[config.mk]
export PLATFORM = sky130hd
export DESIGN_NAME = scgr_queue
export DESIGN_NICKNAME = d
export VERILOG_FILES = /design/src/design/sight_cone_grid_ray_check_top_defines.svh /design/src/design/scgr_pkg.sv /design/src/design/scgr_queue.sv
export SDC_FILE = /design/constraint.sdc
export NUM_CORES = 1
export LEC_CHECK = 0
export BUFFER_PORTS_ARGS = -buffer_cell sky130_fd_sc_hd__clkbuf_2
export CELL_PAD_IN_SITES_DETAIL_PLACEMENT = 0
export CELL_PAD_IN_SITES_GLOBAL_PLACEMENT = 1
export CORE_UTILIZATION = 44
export CTS_CLUSTER_SIZE = 8
export DETAILED_ROUTE_END_ITERATION = 12
export GPL_ROUTABILITY_DRIVEN = 0
export GPL_TIMING_DRIVEN = 0
export PLACE_DENSITY_LB_ADDON = 0.25
export SLEW_MARGIN = 40
export SYNTH_ARGS = -nofsm -noshare
export SYNTH_HDL_FRONTEND = slang
export SYNTH_SLANG_ARGS = --single-unit
[constraint.sdc]
create_clock -name clk -period 11.3 [get_ports clk]
set_clock_uncertainty 0.1 [all_clocks]
set_input_delay 2.26 -clock clk [delete_from_list [all_inputs] [get_ports clk]]
set_output_delay 2.26 -clock clk [all_outputs]
set_load 0.01 [all_outputs]
[src/design/sight_cone_grid_ray_check_top_defines.svh]
// ----------------------------------------------------------------------------
// sight cone grid ray check assertion macros
// Shared property shapes for the checks at the end of the top level.
// ----------------------------------------------------------------------------
`ifndef SIGHT_CONE_GRID_RAY_CHECK_TOP_DEFINES_SVH
`define SIGHT_CONE_GRID_RAY_CHECK_TOP_DEFINES_SVH

// same-cycle implication, off while reset is held
`define SCGR_ASSERT_NOW(label, ante, cons, msg) \
  label: assert property (@(posedge clk) disable iff (!rst_n) (ante) |-> (cons)) \
    else $error(msg);

// next-cycle implication, off while reset is held
`define SCGR_ASSERT_NEXT(label, ante, cons, msg) \
  label: assert property (@(posedge clk) disable iff (!rst_n) (ante) |=> (cons)) \
    else $error(msg);

`endif

[src/design/scgr_pkg.sv]
// ----------------------------------------------------------------------------
// scgr_pkg
// Sizes, codes and the queued request format of the sight cone grid ray check.
// ----------------------------------------------------------------------------
package scgr_pkg;

  // grid and coordinate sizes
  localparam int GRID_COLS  = 64;
  localparam int GRID_ROWS  = 64;
  localparam int COORD_BITS = 16;

  // fixed port widths
  localparam int CELL_W     = 6;
  localparam int CRD_IN_W   = 16;
  localparam int TS_W       = 4;
  localparam int TAN_W      = 16;
  localparam int TAN_FRAC   = 8;
  localparam int CFG_IDX_W  = 2;
  localparam int CFG_DATA_W = 16;

  // derived widths
  localparam int CRD_W     = (COORD_BITS < CRD_IN_W) ? COORD_BITS : CRD_IN_W;
  localparam int MIN_SHIFT = 4;
  localparam int CI_W      = CRD_W - MIN_SHIFT;
  localparam int COL_AW    = (GRID_COLS > 1) ? $clog2(GRID_COLS) : 1;
  localparam int ROW_AW    = (GRID_ROWS > 1) ? $clog2(GRID_ROWS) : 1;
  localparam int DY_W      = CRD_W + 1;
  // largest tile edge is 2**(2**TS_W - 1)
  localparam int AX0_W     = 2 ** TS_W;
  localparam int TW        = AX0_W + 1;
  localparam int AX_W      = ((CRD_W > AX0_W) ? CRD_W : AX0_W) + 2;
  localparam int PROD_W    = AX_W + CRD_W;
  localparam int MA_W      = ((TAN_W > AX0_W) ? TAN_W : AX0_W) + 1;
  localparam int MB_W      = CRD_W + 1;
  localparam int MP_W      = MA_W + MB_W;

  // request queue
  localparam int QDEPTH = 2;
  localparam int QA_W   = (QDEPTH > 1) ? $clog2(QDEPTH) : 1;

  // command codes
  localparam logic CMD_WRITE = 1'b0;
  localparam logic CMD_QUERY = 1'b1;

  // configuration register indexes
  localparam logic [CFG_IDX_W-1:0] CFG_TILE_SHIFT = 2'd0;
  localparam logic [CFG_IDX_W-1:0] CFG_TAN_LOW    = 2'd1;
  localparam logic [CFG_IDX_W-1:0] CFG_TAN_HIGH   = 2'd2;

  // reset values
  localparam logic [TS_W-1:0]         TILE_SHIFT_RST = 4'd9;
  localparam logic signed [TAN_W-1:0] TAN_LOW_RST    = -16'sd256;
  localparam logic signed [TAN_W-1:0] TAN_HIGH_RST   = 16'sd256;

  typedef enum logic [1:0] {
    ST_SEEN    = 2'd0,
    ST_BEHIND  = 2'd1,
    ST_OUTCONE = 2'd2,
    ST_BLOCKED = 2'd3
  } status_t;

  // classified request passed from front to back
  typedef struct packed {
    logic                     is_query;
    logic                     wr_ok;
    logic                     wr_occ;
    logic [COL_AW-1:0]        wr_col;
    logic [ROW_AW-1:0]        wr_row;
    logic                     early;
    status_t                  early_status;
    logic                     need_cone;
    logic [DY_W-1:0]          dy;
    logic [CRD_W-1:0]         adx;
    logic [CRD_W-1:0]         ady;
    logic                     x_neg;
    logic                     y_neg;
    logic [CI_W-1:0]          i0;
    logic [CI_W-1:0]          j0;
    logic [CI_W-1:0]          iend;
    logic [CI_W-1:0]          jend;
    logic [AX0_W-1:0]         ax0;
    logic [AX0_W-1:0]         ay0;
    logic [TS_W-1:0]          shift;
  } req_t;

endpackage

[src/design/scgr_queue.sv]
// ----------------------------------------------------------------------------
// scgr_queue
// Short request queue between the classifying front and the executing back.
// ----------------------------------------------------------------------------
module scgr_queue (
  input  logic           clk,
  input  logic           rst_n,
  input  logic           push,
  input  scgr_pkg::req_t push_req,
  output logic           full,
  input  logic           pop,
  output scgr_pkg::req_t head,
  output logic           empty
);

  scgr_pkg::req_t            entry_r [scgr_pkg::QDEPTH];
  logic [scgr_pkg::QA_W-1:0] wptr_r, rptr_r;
  logic [scgr_pkg::QA_W:0]   cnt_r;
  logic                      do_push, do_pop;

  assign full    = (cnt_r == (scgr_pkg::QA_W+1)'(scgr_pkg::QDEPTH));
  assign empty   = (cnt_r == '0);
  assign do_push = push && !full;
  assign do_pop  = pop && !empty;
  assign head    = entry_r[rptr_r];

  // pointers and fill level
  always_ff @(posedge clk) begin
    if (!rst_n) begin
      wptr_r <= '0;
      rptr_r <= '0;
      cnt_r  <= '0;
    end else begin
      if (do_push) begin
        wptr_r <= (wptr_r == scgr_pkg::QA_W'(scgr_pkg::QDEPTH-1)) ? '0 : wptr_r + 1'b1;
      end
      if (do_pop) begin
        rptr_r <= (rptr_r == scgr_pkg::QA_W'(scgr_pkg::QDEPTH-1)) ? '0 : rptr_r + 1'b1;
      end
      if (do_push && !do_pop) begin
        cnt_r <= cnt_r + 1'b1;
      end else if (do_pop && !do_push) begin
        cnt_r <= cnt_r - 1'b1;
      end
    end
  end

  // entry storage
  always_ff @(posedge clk) begin
    if (do_push) begin
      entry_r[wptr_r] <= push_req;
    end
  end

endmodule

==> results.md <==
- Vias: 6017
- Worst setup SP type: flop
- Post-DP Area: 13800 µm²
- Worst slew margin: 73.8%
- Critical path type: flop to output port
- Worst hold path depth: 2
- Vias per cell: 4.88
- Crit Path Max Fanout: 10
- Final ANT Viol Nets: 0
- CP Cell Sequence: buf_6 > buf_6 > buf_6 > mux2_4 > clkbuf_2
- Clock transition at path regs: 50 ps
- Starting Density: 44.7%
- Final setup fails: 0
- Area of the die: 27000 µm²
- Grt ovf: 0
- Io pins: 314
- Post-route DRC: 0
- Reg2reg start: cnt_r[0]
- CTS buffer count: 45
- Post-CTS resize count: 0
- Synth Area in Simple Gates: 0.476%
- Cell Count, Final, Fillers Out: 1232
- Drt first-iter violations: 258
- Flop2flop setup slack: 8960 ps
- Vias in the first global route: 6504
- CTS tree: yes
- Critical R2R Capture: entry_r[0][22]
- Syn nets: 663
- Final Max Tran Viols: 0
- Fin crit period: 4230 ps
- Type of the most critical hold path: flop to flop
- Port bufs: 313
- Setup TNS Final: 0 ps
- Number of post-CTS setup repair buffers: 0
- First-pass GRT wire length: 33700 µm
- Power Density: 236 nW/µm²
- Wire per inst: 18.4 µm
- Dpl cells: 1173
- Initial antenna violation count: 0
- Maximum clock insertion buffer count: 3
- H-tree Lvls: 2
- Number of synthesized flops with an enable pin: 308
- CP Buf/Inv Count: 4
- Cell count after synthesis: 504
- CTS Hold Bufs: 0
- Layout cells sized above 1: 62.0%
- Final HPWL DP: 16400 µm
- Fin util: 58.2%
- Syn Area/Cell: 23.0 µm²
- Yosys reg bits: 313
- RSZ-0062 raised after global routing: false
- Largest delay share family, worst path: buffers and inverters
- Final worst path period share: 37.4%
- Largest family of logic cells by synthesized area: multiplexers
- Ant diodes: 0
- Leak pwr: 5.88 nW
- Crit. End Element: output port
- Clock root buffer master: clkbuf_16
- Peak Freq: 237 MHz
- Least-Margin Pin Slew: 391 ps
- Row count: 59
- Crit path top cell by count: buf_6
- DIE WIDTH: 164 µm
- Ys Warns: 0
- Die Span Y: 164 µm
- Final instance area: 15100 µm²
- Filler cell count: 1948
- Hold_sp: cnt_r[1]
- FFs w/ async S/R, synth: 0%
- Total routed wirelength: 22700 µm
- Slowest CP cell: mux2_4
- Status: complete, no violations
- Reg2reg path depth: 8
- Max rail drop VDD: 157 µV
- Mapped Area: 11600 µm²
- Sequential-to-total area share from yosys stat: 80.8%
- Largest net degree at the start of global routing: 42
- Clock Latency Late Sink: 510 ps
- Unique cell type count in the Yosys netlist: 21
- XOR/XNOR share of the synthesized area: 0.227%
- Synth Area in Adders: 0.108%
- Worst EP arrival: 1870 ps
- CTS Sinks: 313
- CP required: 8940 ps
- Complex-gate fraction of the synthesized area: 0.281%
- Synth Flop Type: edfxtp_1
- Hold Crit Endpoint: cnt_r[1]
- Final hold vios: 0
- Nets: 1044
- Multiplexer area fraction after synthesis: 16.9%
- Worst path max stage delay: 330 ps
- CORE AREA: 25900 µm²
- DR pass1 iterations: 4
- Max-Cap Viols: 0
- GRT Total Usage: 16.4%
- Area added between synthesis and finish: 30.2%
-- worst min-delay path: cells and delay by family, from the launching register on --
kind | cells | cell delay (ps)
AOI/OAI and AO/OA | 2 | 140
DFF | 1 | 340
-- kinds of logic after synthesis --
logic type / Yosys count
mux: 154
flops: 313
xor+xnor: 3
buf+inv: 19
fa+ha+maj: 1
compound gates: 5
simple gates: 9
-- layout by cell type (no fill, tap or decap) --
cell type	instances
a21boi_0	1
a21boi_1	1
and2_1	3
and3_4	1
buf_12	4
buf_2	9
buf_4	1
buf_6	23
buf_8	1
clkbuf_1	10
clkbuf_16	47
clkbuf_2	313
clkinv_4	1
dfxtp_1	5
edfxtp_1	308
ha_1	1
inv_1	2
inv_6	1
mux2_2	94
mux2_4	60
nand2b_1	1
nor2_1	2
nor3_4	1
o21a_1	1
o21ai_0	1
o21ai_1	1
or3_1	1
xnor2_1	2
xor2_1	1
-- stage by stage --
step / power, mW / worst slack (ps) / hold WS, ps
after floorplan: 2.09 / 2300 / 383
after global placement: 2.41 / -664 / 400
after detailed placement: 2.43 / 7160 / 425
after CTS: 3.61 / 7010 / 431
after global routing: 3.71 / 6990 / 498
final: 3.56 / 7070 / 432
-- synthesized netlist by cell type, types with 2 or more instances --
master,instances,area share (%)
nor2_1,2,0.065
edfxtp_1,308,80
inv_1,2,0.065
and2_1,3,0.16
buf_2,9,0.39
mux2_2,94,9.1
dfxtp_1,5,0.86
mux2_4,60,7.8
xnor2_1,2,0.15
buf_6,8,0.78
-- state kept, by name, indices dropped and copies added, names as in the netlist, named ones only --
name	count
cnt_r	2
entry_r	308
rptr_r	1
wptr_r	1
-- where the power goes --
part,switching (mW),internal [mW],total (mW),leakage [nW]
registers,0.0358,1.46,1.50,2.92
clock network,0.427,0.736,1.16,0.600
logic,0.456,0.441,0.897,2.37
total,0.920,2.64,3.56,5.88
-- per-layer routing --
| layer | share of wire, % | GRT usage, % |
|---|---|---|
| met4 | 1.5 | 4.92 |
| met1 | 37 | 18.3 |
| met2 | 51 | 28.5 |
| met5 | 0 | 0 |
| met3 | 11 | 6.94 |
-- area by class of cell --
cell class              count  area [µm²]  area share, %
flip-flops and latches    313        9350           62.0
multi-input cells         172        2100           13.9
repair buffers            334        1840           12.2
clock buffers              57        1210           8.05
well taps                 335         419           2.78
plain buffers              17         135          0.896
clock inverters             2        17.5          0.116
inverters                   2        7.51         0.0498
-- how the worst max path moves through the flow --
stage | endpoint | slack, ps | depth (start not counted)
after floorplan | entry_r[0][0] | 2300 | 2
after global placement | entry_r[0][102] | -660 | 3
after detailed placement | entry_r[0][28] | 7160 | 8
after CTS | head[113] | 7010 | 5
after global routing | head[125] | 6990 | 5
final | head[113] | 7070 | 5
Power figures use the tool's default switching activity.
