==> src/design/sight_cone_grid_ray_check_top_defines.svh <==
// ----------------------------------------------------------------------------
// sight cone grid ray check assertion macros
// Shared property shapes for the checks at the end of the top level.
// ----------------------------------------------------------------------------
`ifndef SIGHT_CONE_GRID_RAY_CHECK_TOP_DEFINES_SVH
`define SIGHT_CONE_GRID_RAY_CHECK_TOP_DEFINES_SVH

// same-cycle implication, off while reset is held
`define SCGR_ASSERT_NOW(label, ante, cons, msg) \
  label: assert property (@(posedge clk) disable iff (!rst_n) (ante) |-> (cons)) \
    else $error(msg);

// next-cycle implication, off while reset is held
`define SCGR_ASSERT_NEXT(label, ante, cons, msg) \
  label: assert property (@(posedge clk) disable iff (!rst_n) (ante) |=> (cons)) \
    else $error(msg);

`endif

==> src/design/scgr_pkg.sv <==
// ----------------------------------------------------------------------------
// scgr_pkg
// Sizes, codes and the queued request format of the sight cone grid ray check.
// ----------------------------------------------------------------------------
package scgr_pkg;

  // grid and coordinate sizes
  localparam int GRID_COLS  = 64;
  localparam int GRID_ROWS  = 64;
  localparam int COORD_BITS = 16;

  // fixed port widths
  localparam int CELL_W     = 6;
  localparam int CRD_IN_W   = 16;
  localparam int TS_W       = 4;
  localparam int TAN_W      = 16;
  localparam int TAN_FRAC   = 8;
  localparam int CFG_IDX_W  = 2;
  localparam int CFG_DATA_W = 16;

  // derived widths
  localparam int CRD_W     = (COORD_BITS < CRD_IN_W) ? COORD_BITS : CRD_IN_W;
  localparam int MIN_SHIFT = 4;
  localparam int CI_W      = CRD_W - MIN_SHIFT;
  localparam int COL_AW    = (GRID_COLS > 1) ? $clog2(GRID_COLS) : 1;
  localparam int ROW_AW    = (GRID_ROWS > 1) ? $clog2(GRID_ROWS) : 1;
  localparam int DY_W      = CRD_W + 1;
  // largest tile edge is 2**(2**TS_W - 1)
  localparam int AX0_W     = 2 ** TS_W;
  localparam int TW        = AX0_W + 1;
  localparam int AX_W      = ((CRD_W > AX0_W) ? CRD_W : AX0_W) + 2;
  localparam int PROD_W    = AX_W + CRD_W;
  localparam int MA_W      = ((TAN_W > AX0_W) ? TAN_W : AX0_W) + 1;
  localparam int MB_W      = CRD_W + 1;
  localparam int MP_W      = MA_W + MB_W;

  // request queue
  localparam int QDEPTH = 2;
  localparam int QA_W   = (QDEPTH > 1) ? $clog2(QDEPTH) : 1;

  // command codes
  localparam logic CMD_WRITE = 1'b0;
  localparam logic CMD_QUERY = 1'b1;

  // configuration register indexes
  localparam logic [CFG_IDX_W-1:0] CFG_TILE_SHIFT = 2'd0;
  localparam logic [CFG_IDX_W-1:0] CFG_TAN_LOW    = 2'd1;
  localparam logic [CFG_IDX_W-1:0] CFG_TAN_HIGH   = 2'd2;

  // reset values
  localparam logic [TS_W-1:0]         TILE_SHIFT_RST = 4'd9;
  localparam logic signed [TAN_W-1:0] TAN_LOW_RST    = -16'sd256;
  localparam logic signed [TAN_W-1:0] TAN_HIGH_RST   = 16'sd256;

  typedef enum logic [1:0] {
    ST_SEEN    = 2'd0,
    ST_BEHIND  = 2'd1,
    ST_OUTCONE = 2'd2,
    ST_BLOCKED = 2'd3
  } status_t;

  // classified request passed from front to back
  typedef struct packed {
    logic                     is_query;
    logic                     wr_ok;
    logic                     wr_occ;
    logic [COL_AW-1:0]        wr_col;
    logic [ROW_AW-1:0]        wr_row;
    logic                     early;
    status_t                  early_status;
    logic                     need_cone;
    logic [DY_W-1:0]          dy;
    logic [CRD_W-1:0]         adx;
    logic [CRD_W-1:0]         ady;
    logic                     x_neg;
    logic                     y_neg;
    logic [CI_W-1:0]          i0;
    logic [CI_W-1:0]          j0;
    logic [CI_W-1:0]          iend;
    logic [CI_W-1:0]          jend;
    logic [AX0_W-1:0]         ax0;
    logic [AX0_W-1:0]         ay0;
    logic [TS_W-1:0]          shift;
  } req_t;

endpackage

==> src/design/scgr_front.sv <==
// ----------------------------------------------------------------------------
// scgr_front
// Classifies an incoming request: grid write, early reject, or ray walk setup.
// ----------------------------------------------------------------------------
module scgr_front (
  input  logic                               cmd,
  input  logic [scgr_pkg::CELL_W-1:0]        cell_col,
  input  logic [scgr_pkg::CELL_W-1:0]        cell_row,
  input  logic                               occupied,
  input  logic [scgr_pkg::CRD_IN_W-1:0]      src_x,
  input  logic [scgr_pkg::CRD_IN_W-1:0]      src_y,
  input  logic [scgr_pkg::CRD_IN_W-1:0]      tgt_x,
  input  logic [scgr_pkg::CRD_IN_W-1:0]      tgt_y,
  input  logic                               facing_left,
  input  logic [scgr_pkg::TS_W-1:0]          tile_shift,
  output scgr_pkg::req_t                     req
);

  logic [scgr_pkg::CRD_W-1:0] xs, ys, xt, yt;
  logic                       x_lt, x_gt, y_lt, y_gt;
  logic [scgr_pkg::TS_W-1:0]  shift;
  logic [scgr_pkg::TW-1:0]    tile, fx, fy;
  logic                       behind, vertical;

  always_comb begin
    // coordinates trimmed to the used width
    xs = src_x[scgr_pkg::CRD_W-1:0];
    ys = src_y[scgr_pkg::CRD_W-1:0];
    xt = tgt_x[scgr_pkg::CRD_W-1:0];
    yt = tgt_y[scgr_pkg::CRD_W-1:0];
    x_lt = xs < xt;
    x_gt = xs > xt;
    y_lt = ys < yt;
    y_gt = ys > yt;

    // tile size and distance to the first boundary on each axis
    shift = (tile_shift < scgr_pkg::TS_W'(scgr_pkg::MIN_SHIFT)) ?
            scgr_pkg::TS_W'(scgr_pkg::MIN_SHIFT) : tile_shift;
    tile  = scgr_pkg::TW'(1) << shift;
    fx    = scgr_pkg::TW'(xs) & (tile - 1'b1);
    fy    = scgr_pkg::TW'(ys) & (tile - 1'b1);

    // facing and vertical rejects
    behind   = facing_left ? x_lt : x_gt;
    vertical = !x_lt && !x_gt && (y_lt || y_gt);

    req              = '0;
    req.is_query     = (cmd == scgr_pkg::CMD_QUERY);
    req.wr_ok        = (int'(cell_col) < scgr_pkg::GRID_COLS) &&
                       (int'(cell_row) < scgr_pkg::GRID_ROWS);
    req.wr_occ       = occupied;
    req.wr_col       = scgr_pkg::COL_AW'(cell_col);
    req.wr_row       = scgr_pkg::ROW_AW'(cell_row);
    req.early        = behind || vertical;
    req.early_status = behind ? scgr_pkg::ST_BEHIND : scgr_pkg::ST_OUTCONE;
    req.need_cone    = x_lt || x_gt;
    req.dy           = {1'b0, yt} - {1'b0, ys};
    req.adx          = x_lt ? (xt - xs) : (xs - xt);
    req.ady          = y_lt ? (yt - ys) : (ys - yt);
    req.x_neg        = x_gt;
    req.y_neg        = y_gt;
    req.i0           = scgr_pkg::CI_W'(xs >> shift);
    req.j0           = scgr_pkg::CI_W'(ys >> shift);
    req.iend         = scgr_pkg::CI_W'(xt >> shift);
    req.jend         = scgr_pkg::CI_W'(yt >> shift);
    req.ax0          = x_lt ? scgr_pkg::AX0_W'(tile - fx) : scgr_pkg::AX0_W'(fx);
    req.ay0          = y_lt ? scgr_pkg::AX0_W'(tile - fy) : scgr_pkg::AX0_W'(fy);
    req.shift        = shift;
  end

endmodule

==> config.mk <==
export PLATFORM = sky130hd
export DESIGN_NAME = scgr_front
export DESIGN_NICKNAME = d
export VERILOG_FILES = /design/src/design/sight_cone_grid_ray_check_top_defines.svh /design/src/design/scgr_pkg.sv /design/src/design/scgr_front.sv
export SDC_FILE = /design/constraint.sdc
export NUM_CORES = 1
export LEC_CHECK = 0
export BUFFER_PORTS_ARGS = -buffer_cell sky130_fd_sc_hd__buf_2
export CAP_MARGIN = 30
export CORE_MARGIN = 2
export CORE_UTILIZATION = 55
export DETAILED_ROUTE_END_ITERATION = 16
export GPL_ROUTABILITY_DRIVEN = 0
export PLACE_DENSITY = 0.87
export SLEW_MARGIN = 20
export SYNTH_ARGS = -nofsm -noshare
export SYNTH_HDL_FRONTEND = slang
export SYNTH_SLANG_ARGS = --single-unit
==> constraint.sdc <==
create_clock -name vclk -period 7.15
set_clock_uncertainty 0.2 [all_clocks]
set_input_delay 1.0725 -clock vclk [all_inputs]
set_output_delay 1.0725 -clock vclk [all_outputs]
set_load 0.005 [all_outputs]
==> results of run 1 <==
-- worst paths after layout --
kind              cells past startpoint  slack [ns]       end          start
hold / removal                        0        1.95  req[151]       occupied
setup / recovery                     12        1.28   req[19]  tile_shift[3]
-- per-stage QoR --
step	cells	hold WS (ns)	util, %	setup slack, ns	cell area (sq um)
finish	1341	1.95	63.0	1.28	7540
global route	1341	1.95	63.0	0.993	7540
CTS	1341	1.95	63.0	1.44	7540
detailed placement	1341	1.95	63.0	1.44	7540
global placement	1341	1.95	63.0	1.58	7540
floorplan	1073	2.01	-	1.58	6700
-- cells by family after synthesis --
group | count (synthesis)
AOI/OAI and AO/OA | 379
and+or+nand+nor | 335
buffers and inverters | 184
adders and majority gates | 74
xor gates and xnor gates | 62
muxes | 36
other | 1
-- power groups by stage --
stage	Sequential (W)	Clock, W	Combinational, W
detailed placement	0	0	0.000761
CTS	0	0	0.000766
global placement	0	0	0.000751
finish	0	0	0.000782
floorplan	0	0	0.000512
global route	0	0	0.000855
-- Yosys cell counts (26+ instances only) --
cell type	number
clkbuf_1	34
a31oi_1	29
a21oi_1	119
buf_2	29
nand2_1	125
ha_1	70
xnor2_1	43
o21ai_0	71
o21ai_1	26
nor2_1	96
inv_1	88
a21o_1	26
-- final cells by class --
class / count / area (sq um) / area share [%]
inverters: 89 / 334 / 4.43
repair buffers: 216 / 1100 / 14.6
well taps: 147 / 184 / 2.44
multi-input cells: 889 / 5920 / 78.5
-- routing by layer --
metal  share of wire (%)  vias up
li1                    -     4002
met1                  40     3803
met2                  46      578
met3                  10       92
met4                 4.5        0
met5                   0        -
==> results.py, run 1 <==
metrics = {
    "sta": {
        "period_share_pct": 82.2,
        "rsz0062_at_grt": "false",
        "fmax_ghz": 0.170,
        "layout_min_cycle_time_ns": 5.87,
        "maxSlewHeadroom_pct": 40.4,
        "tightest_slew_ns": 0.890,
        "setup_viol": 0,
        "hold_viol_final": 0,
        "fin_tns_setup_ns": 0,
        "slew_violations": 0,
    },
    "global_routing": {
        "use_met3_pct": 3.12,
        "grt_pass1_vias": 7608,
        "use_met2_pct": 58.1,
        "overflow": 0,
        "met1_usage_pct": 44.1,
        "antenna_found_initial": 0,
        "grt.total_usage_pct": 34.0,
        "grt_max_degree": 57,
        "grt_pass1_wl_mm": 37.0,
        "grt.busiest_layer": "met2",
    },
    "die": {
        "die_area_sq_um": 13100,
        "start_util_pct": 56.0,
        "die_h_microns": 114,
        "die_x_microns": 114,
        "num_io_pins": 237,
        "core_area_sq_um": 12000,
        "rows": 40,
    },
    "setup_path": {
        "cp.arrival_ns": 4.60,
        "start_kind": "input pin",
        "slowest_stage": "nor2_1",
        "critical_path.top_delay_family": "buffers and inverters",
        "worstSetupEndpointType": "primary output",
        "crit_type": "input pin to primary output",
        "worstPathCellList": "buf_2 > inv_2 > nor2_1 > nand2_1 > ha_1 > inv_1 > a21oi_1 > a221oi_1 > o221ai_1 > xnor2_1 > nor2_1 > buf_2",
        "slowest_delay_ns": 0.64,
        "path_max_fanout": 42,
        "critical_path_required_ns": 5.88,
        "crit_buf_inv": 4,
    },
    "clock_network": {
        "post-cts-setup-buffers": 0,
        "post_cts_resized": 0,
        "hold_buffers": 0,
    },
    "pwr": {
        "swShare_pct": 57.8,
        "comb_power_share_pct": 100.0,
        "switching_power_w": 0.000452,
        "p_leak_nw": 3.89,
        "power.share.clock_pct": 0,
        "total_power_w": 0.000782,
        "power.ir.vdd_worst_uv": 85.7,
        "power.internal_w": 0.000330,
        "seqPwrFrac_pct": 0,
        "power.density_nw_per_um2": 104,
    },
    "final_layout": {
        "nNetsFinal": 1353,
        "design.seq.count": 0,
        "layout_commonest_cell": "buf_2",
        "seqCellArea_sq_um": 0,
        "final_cell_mix": "buf_2 (208), nand2_1 (125), a21oi_1 (119), nor2_1 (96), inv_1 (88)",
        "layout-drive-gt1-share_pct": 20.4,
        "diodes": 0,
        "area_growth_pct": 12.5,
        "num-fill-cells": 1147,
        "nClkBuffers": 0,
    },
    "detailed_routing": {
        "drc": 0,
        "postRouteAntennaNets": 0,
        "dr.pass1.iters": 7,
        "dr.first_iter.drc_count": 1053,
        "vias": 8475,
        "viasPerCell": 6.32,
        "post_drt_wl_per_cell_microns": 17.4,
        "postRouteWirelength_mm": 23.3,
    },
    "run_status": {
        "status": "finished, final reports clean",
    },
    "synth": {
        "synthAdderAreaFrac_pct": 14.3,
        "syn_area_sq_um": 6700,
        "avgSynthCellArea_sq_um": 6.25,
        "synth_area_leader_cell": "ha_1",
        "synth_mux_area_share_pct": 7.14,
        "synth_xor_area_share_pct": 8.11,
        "synthDistinctLibCells": 77,
        "synth_top_family_by_area": "compound AO/OA/AOI/OAI gates",
        "synth-compound-area-share_pct": 35.7,
        "synth_seq_area_share_pct": 0,
        "synth-simple-area-share_pct": 22.6,
        "synth.top_cell.area_share_pct": 13.1,
        "syn_inst": 1071,
        "synth_area_leaders": "ha_1 (13%), a21oi_1 (8.9%), nand2_1 (7.0%)",
        "ys_warn_count": 0,
    },
    "run": {
        "maxCapViolations": 0,
    },
    "worst_hold_path": {
        "worst_hold_path_type": "input pin to primary output",
    },
    "placement": {
        "dp_hpwl_mm": 18.5,
        "io_buffers": 208,
    },
}
(Power assumes the default switching activity.)
==> inputs of run 2 (changes only) <==
--- a/config.mk
+++ b/config.mk
@@ -8,10 +8,10 @@
 export BUFFER_PORTS_ARGS = -buffer_cell sky130_fd_sc_hd__buf_2
 export CAP_MARGIN = 30
 export CORE_MARGIN = 2
-export CORE_UTILIZATION = 55
+export CORE_UTILIZATION = 48
 export DETAILED_ROUTE_END_ITERATION = 16
 export GPL_ROUTABILITY_DRIVEN = 0
-export PLACE_DENSITY = 0.87
+export PLACE_DENSITY = 0.8
 export SLEW_MARGIN = 20
 export SYNTH_ARGS = -nofsm -noshare
 export SYNTH_HDL_FRONTEND = slang
==> constraint.sdc (replaced) <==
create_clock -name vclk -period 4.8
set_clock_uncertainty 0.2 [all_clocks]
set_input_delay 0.72 -clock vclk [all_inputs]
set_output_delay 0.72 -clock vclk [all_outputs]
set_load 0.005 [all_outputs]
==> run 2 against run 1 <==
Utilization down 6.3 points. Via count up 1.1%. Sequential share of layout area unchanged. Critical path depth up 2. Total power up 53%. Combinational power up 53%. Routed wire length up 2.9%. Worst hold slack worse by 0.71 ns. Final area up 3.7%.
==> results.py, run 2 (synthesis gave the netlist of run 1 again) <==
metrics = {
    "run_status": {
        "status": "finished, final reports clean",
    },
    "pwr": {
        "comb_power_share_pct": 100.0,
        "power.share.clock_pct": 0,
        "seqPwrFrac_pct": 0,
        "power.internal_w": 0.000517,
        "power.ir.vdd_worst_uv": 109,
        "p_leak_nw": 4.03,
        "swShare_pct": 56.9,
        "switching_power_w": 0.000683,
        "power.density_nw_per_um2": 154,
    },
    "sta": {
        "tightest_slew_ns": 0.665,
        "fmax_ghz": 0.217,
        "rsz0062_at_grt": "false",
        "layout_min_cycle_time_ns": 4.61,
        "maxSlewHeadroom_pct": 55.7,
        "fin_tns_setup_ns": 0,
        "setup_viol": 0,
        "period_share_pct": 96.0,
        "slew_violations": 0,
        "fin_hold_ws_ns": 1.24,
        "hold_viol_final": 0,
    },
    "setup_path": {
        "slowest_delay_ns": 0.40,
        "slowest_stage": "fa_1",
        "worstSetupEndpointType": "primary output",
        "critical_path_required_ns": 3.88,
        "crit_start": "src_x[0]",
        "crit_type": "input pin to primary output",
        "worstPathCellList": "buf_2 > inv_1 > ha_1 > fa_1 > nand2b_1 > a311oi_2 > o211ai_2 > a32oi_2 > buf_4 > mux2i_1 > o221ai_1 > a221oi_1 > xnor2_1 > buf_2",
        "cp.arrival_ns": 3.69,
        "cpMostUsedCell": "buf_2",
        "start_kind": "input pin",
        "path_max_fanout": 10,
    },
    "final_layout": {
        "layout-drive-gt1-share_pct": 22.3,
        "num-fill-cells": 1422,
        "final_area_sq_um": 7810,
        "nClkBuffers": 0,
        "area_growth_pct": 16.6,
        "nNetsFinal": 1379,
        "final_cell_mix": "buf_2 (208), nand2_1 (125), a21oi_1 (119), nor2_1 (96), inv_1 (88)",
        "design.seq.count": 0,
        "diodes": 0,
        "layout_commonest_cell": "buf_2",
        "seqCellArea_sq_um": 0,
    },
    "die": {
        "die_area_sq_um": 14900,
        "die_x_microns": 122,
        "rows": 43,
        "num_io_pins": 237,
        "start_util_pct": 48.6,
        "core_area_sq_um": 13800,
        "die_h_microns": 122,
    },
    "placement": {
        "dp_hpwl_mm": 19.4,
        "io_buffers": 208,
        "dpl_cell_area_sq_um": 7770,
    },
    "detailed_routing": {
        "vias": 8572,
        "drc": 0,
        "dr.pass1.iters": 6,
        "postRouteWirelength_mm": 24.0,
        "post_drt_wl_per_cell_microns": 17.1,
        "viasPerCell": 6.12,
        "postRouteAntennaNets": 0,
        "dr.first_iter.drc_count": 800,
    },
    "worst_hold_path": {
        "min_from": "cell_row[2]",
        "hold_depth": 0,
        "hold_end": "req[141]",
        "worst_hold_path_type": "input pin to primary output",
    },
    "run": {
        "maxCapViolations": 0,
    },
    "global_routing": {
        "grt_pass1_vias": 7466,
        "antenna_found_initial": 0,
        "grt_pass1_wl_mm": 36.7,
        "overflow": 0,
        "grt_max_degree": 56,
        "grt.total_usage_pct": 30.1,
    },
    "clock_network": {
        "post-cts-setup-buffers": 0,
    },
}
[run 2: changes by cell type in the layout (fill, tap and decap cells not counted), sizes merged]
cell	before	now
buf	216	242
[run 2: per-stage QoR]
stage	worst slack, ns	utilization (%)	power, W	std cells
final	0.193	56.7	0.00120	1400
after global routing	0.0406	56.7	0.00132	1400
after CTS	0.110	56.4	0.00117	1400
after detailed placement	0.118	56.4	0.00117	1400
after global placement	0.195	56.4	0.00115	1400
after floorplan	0.0536	-	0.000762	1073
[run 2: per-layer routing]
| metal | track usage (%) | vias to the layer above | wire, microns |
|---|---|---|---|
| met5 | 0 | - | 0 |
| met4 | 12.0 | 0 | 1080 |
| met3 | 2.95 | 88 | 2280 |
| met2 | 52.0 | 526 | 11100 |
| met1 | 38.4 | 3913 | 9530 |
| li1 | - | 4045 | - |
[run 2: cell type report]
class	count	area (sq um)	area share (%)
inverters	89	334	4.28
multi-input cells	889	5960	76.2
repair buffers	242	1300	16.6
well taps	180	225	2.88
[run 2: what timing repair did]
action / CTS / global route
endpoints found under the setup margin: 0 / 11
resized for setup: 0 / 6
hold buffers: 0 / 0
[run 2: worst max-delay path by stage]
| stage | endpoint | cells past startpoint |
|---|---|---|
| 3_3_place_gp | req[114] | 14 |
| 3_5_place_dp | req[12] | 14 |
| 5_1_grt | req[13] | 15 |
| 4_1_cts | req[114] | 14 |
| 2_1_floorplan | req[18] | 16 |
| 6_report | req[117] | 14 |
[run 2: power groups by stage]
stage / clock, W / sequential (W) / combinational (W)
2_1_floorplan: 0 / 0 / 0.000762
3_3_place_gp: 0 / 0 / 0.00115
6_report: 0 / 0 / 0.00120
3_5_place_dp: 0 / 0 / 0.00117
5_1_grt: 0 / 0 / 0.00132
4_1_cts: 0 / 0 / 0.00117
[run 2: worst max-delay path: cells and delay by family]
family	cells	cell delay [ns]
compound gates	5	1.23
mux	1	0.25
simple gates	1	0.19
xor+xnor	1	0.16
buf+inv	4	0.53
fa+ha+maj	2	0.62
==> inputs of run 3 (changes only) <==
--- a/config.mk
+++ b/config.mk
@@ -6,11 +6,12 @@
 export NUM_CORES = 1
 export LEC_CHECK = 0
 export BUFFER_PORTS_ARGS = -buffer_cell sky130_fd_sc_hd__buf_2
-export CAP_MARGIN = 30
+export CAP_MARGIN = 20
 export CORE_MARGIN = 2
 export CORE_UTILIZATION = 48
 export DETAILED_ROUTE_END_ITERATION = 16
 export GPL_ROUTABILITY_DRIVEN = 0
+export MAX_ROUTING_LAYER = met4
 export PLACE_DENSITY = 0.8
 export SLEW_MARGIN = 20
 export SYNTH_ARGS = -nofsm -noshare
==> run 3 against run 2 <==
Non-clock buffer count unchanged. Cell count unchanged. Worst hold slack unchanged. Sequential cell count unchanged. Die area unchanged. Via count increased by 0.16%. Largest cell class unchanged. Largest power group unchanged.
==> results.py, run 3 (synthesis gave the netlist of run 1 again) <==
metrics = {
    "setup_path": {
        "start_kind": "input pin",
        "crit_type": "input pin to primary output",
        "slowest_delay_ns": 0.40,
        "slowest_stage": "fa_1",
        "crit_start": "src_x[0]",
        "worstPathCellList": "buf_2 > inv_1 > ha_1 > fa_1 > nand2b_1 > a311oi_2 > o211ai_2 > a32oi_2 > buf_4 > mux2i_1 > o221ai_1 > a221oi_1 > xnor2_1 > buf_2",
        "critical_path.top_delay_family": "compound AO/OA/AOI/OAI gates",
        "crit_buf_inv": 4,
        "cpMostUsedCell": "buf_2",
        "path_max_fanout": 10,
        "critical_path_required_ns": 3.88,
        "worstSetupEndpointType": "primary output",
        "cp.arrival_ns": 3.69,
    },
    "run": {
        "maxCapViolations": 0,
    },
    "detailed_routing": {
        "viasPerCell": 6.13,
        "top_layer": "met4",
        "met3_length_mm": 2.33,
        "wl_met2_mm": 11.1,
        "vias": 8586,
        "dr.pass1.iters": 5,
        "dr.first_iter.drc_count": 848,
        "post_drt_wl_per_cell_microns": 17.1,
        "postRouteAntennaNets": 0,
        "drc": 0,
        "postRouteWirelength_mm": 24.0,
        "drt-met1-wl_mm": 9.45,
    },
    "worst_hold_path": {
        "min_from": "cell_row[2]",
        "worst_hold_path_type": "input pin to primary output",
    },
    "die": {
        "die_x_microns": 122,
        "die_area_sq_um": 14900,
        "start_util_pct": 48.6,
        "die_h_microns": 122,
        "rows": 43,
        "core_area_sq_um": 13800,
        "num_io_pins": 237,
    },
    "placement": {
        "io_buffers": 208,
        "dpl_cell_area_sq_um": 7770,
        "dp_hpwl_mm": 19.4,
        "dp.cells": 1400,
    },
    "pwr": {
        "swShare_pct": 56.9,
        "power.ir.vdd_worst_uv": 109,
        "p_leak_nw": 4.03,
        "seqPwrFrac_pct": 0,
        "power.density_nw_per_um2": 154,
        "comb_power_share_pct": 100.0,
        "switching_power_w": 0.000684,
        "power.share.clock_pct": 0,
        "power.internal_w": 0.000517,
    },
    "final_layout": {
        "instances_no_fill": 1400,
        "nNetsFinal": 1379,
        "final_cell_mix": "buf_2 (208), nand2_1 (125), a21oi_1 (119), nor2_1 (96), inv_1 (88)",
        "fin_util_pct": 56.7,
        "multi_input_area_sq_um": 5960,
        "seqCellArea_sq_um": 0,
        "num-fill-cells": 1422,
        "diodes": 0,
        "final_area_sq_um": 7810,
        "layout_commonest_cell": "buf_2",
        "nClkBuffers": 0,
        "layout-drive-gt1-share_pct": 22.3,
        "area_growth_pct": 16.6,
        "design.seq.count": 0,
    },
    "sta": {
        "maxSlewHeadroom_pct": 56.0,
        "tightest_slew_ns": 0.660,
        "rsz0062_at_grt": "false",
        "fin_tns_setup_ns": 0,
        "setup_viol": 0,
        "fmax_ghz": 0.217,
        "period_share_pct": 96.1,
        "layout_min_cycle_time_ns": 4.61,
        "slew_violations": 0,
        "hold_viol_final": 0,
    },
    "global_routing": {
        "antenna_found_initial": 0,
        "grt_pass1_vias": 7439,
        "overflow": 0,
        "grt.total_usage_pct": 31.0,
        "grt_pass1_wl_mm": 36.8,
        "grt_max_degree": 56,
    },
    "clock_network": {
        "post-cts-setup-buffers": 0,
    },
    "run_status": {
        "status": "finished, final reports clean",
    },
}
run 3: final cells by class:
| cell class | count | share of cell area, % |
|---|---|---|
| multi-input cells | 889 | 76.2 |
| inverters | 89 | 4.28 |
| repair buffers | 242 | 16.6 |
| well taps | 180 | 2.88 |
run 3: path summary, 6_finish.rpt:
path                    to  slack [ns]  depth (start not counted)
setup / recovery  req[117]        0.19                         14
hold / removal    req[141]        1.24                          0
run 3: layer usage:
metal | GRT usage (%) | vias to the layer above
li1 | - | 4055
met1 | 38.4 | 3908
met2 | 52.1 | 542
met3 | 2.90 | 81
met4 | 11.7 | 0
met5 | - | -
run 3: power groups by stage:
stage               registers [W]  clock network [W]  logic, W
finish                          0                  0   0.00120
global route                    0                  0   0.00132
CTS                             0                  0   0.00117
detailed placement              0                  0   0.00117
global placement                0                  0   0.00115
floorplan                       0                  0  0.000762
run 3: metrics by stage:
step	power, W	worst slack [ns]	hold WS, ns
after floorplan	0.000762	0.0536	1.30
after global placement	0.00115	0.195	1.24
final	0.00120	0.189	1.24
after global routing	0.00132	0.0398	1.24
after detailed placement	0.00117	0.118	1.24
after CTS	0.00117	0.110	1.24
run 3: what timing repair did:
action,in CTS,in global routing
resized for setup,0,6
endpoints found under the setup margin,0,11
hold buffers,0,0
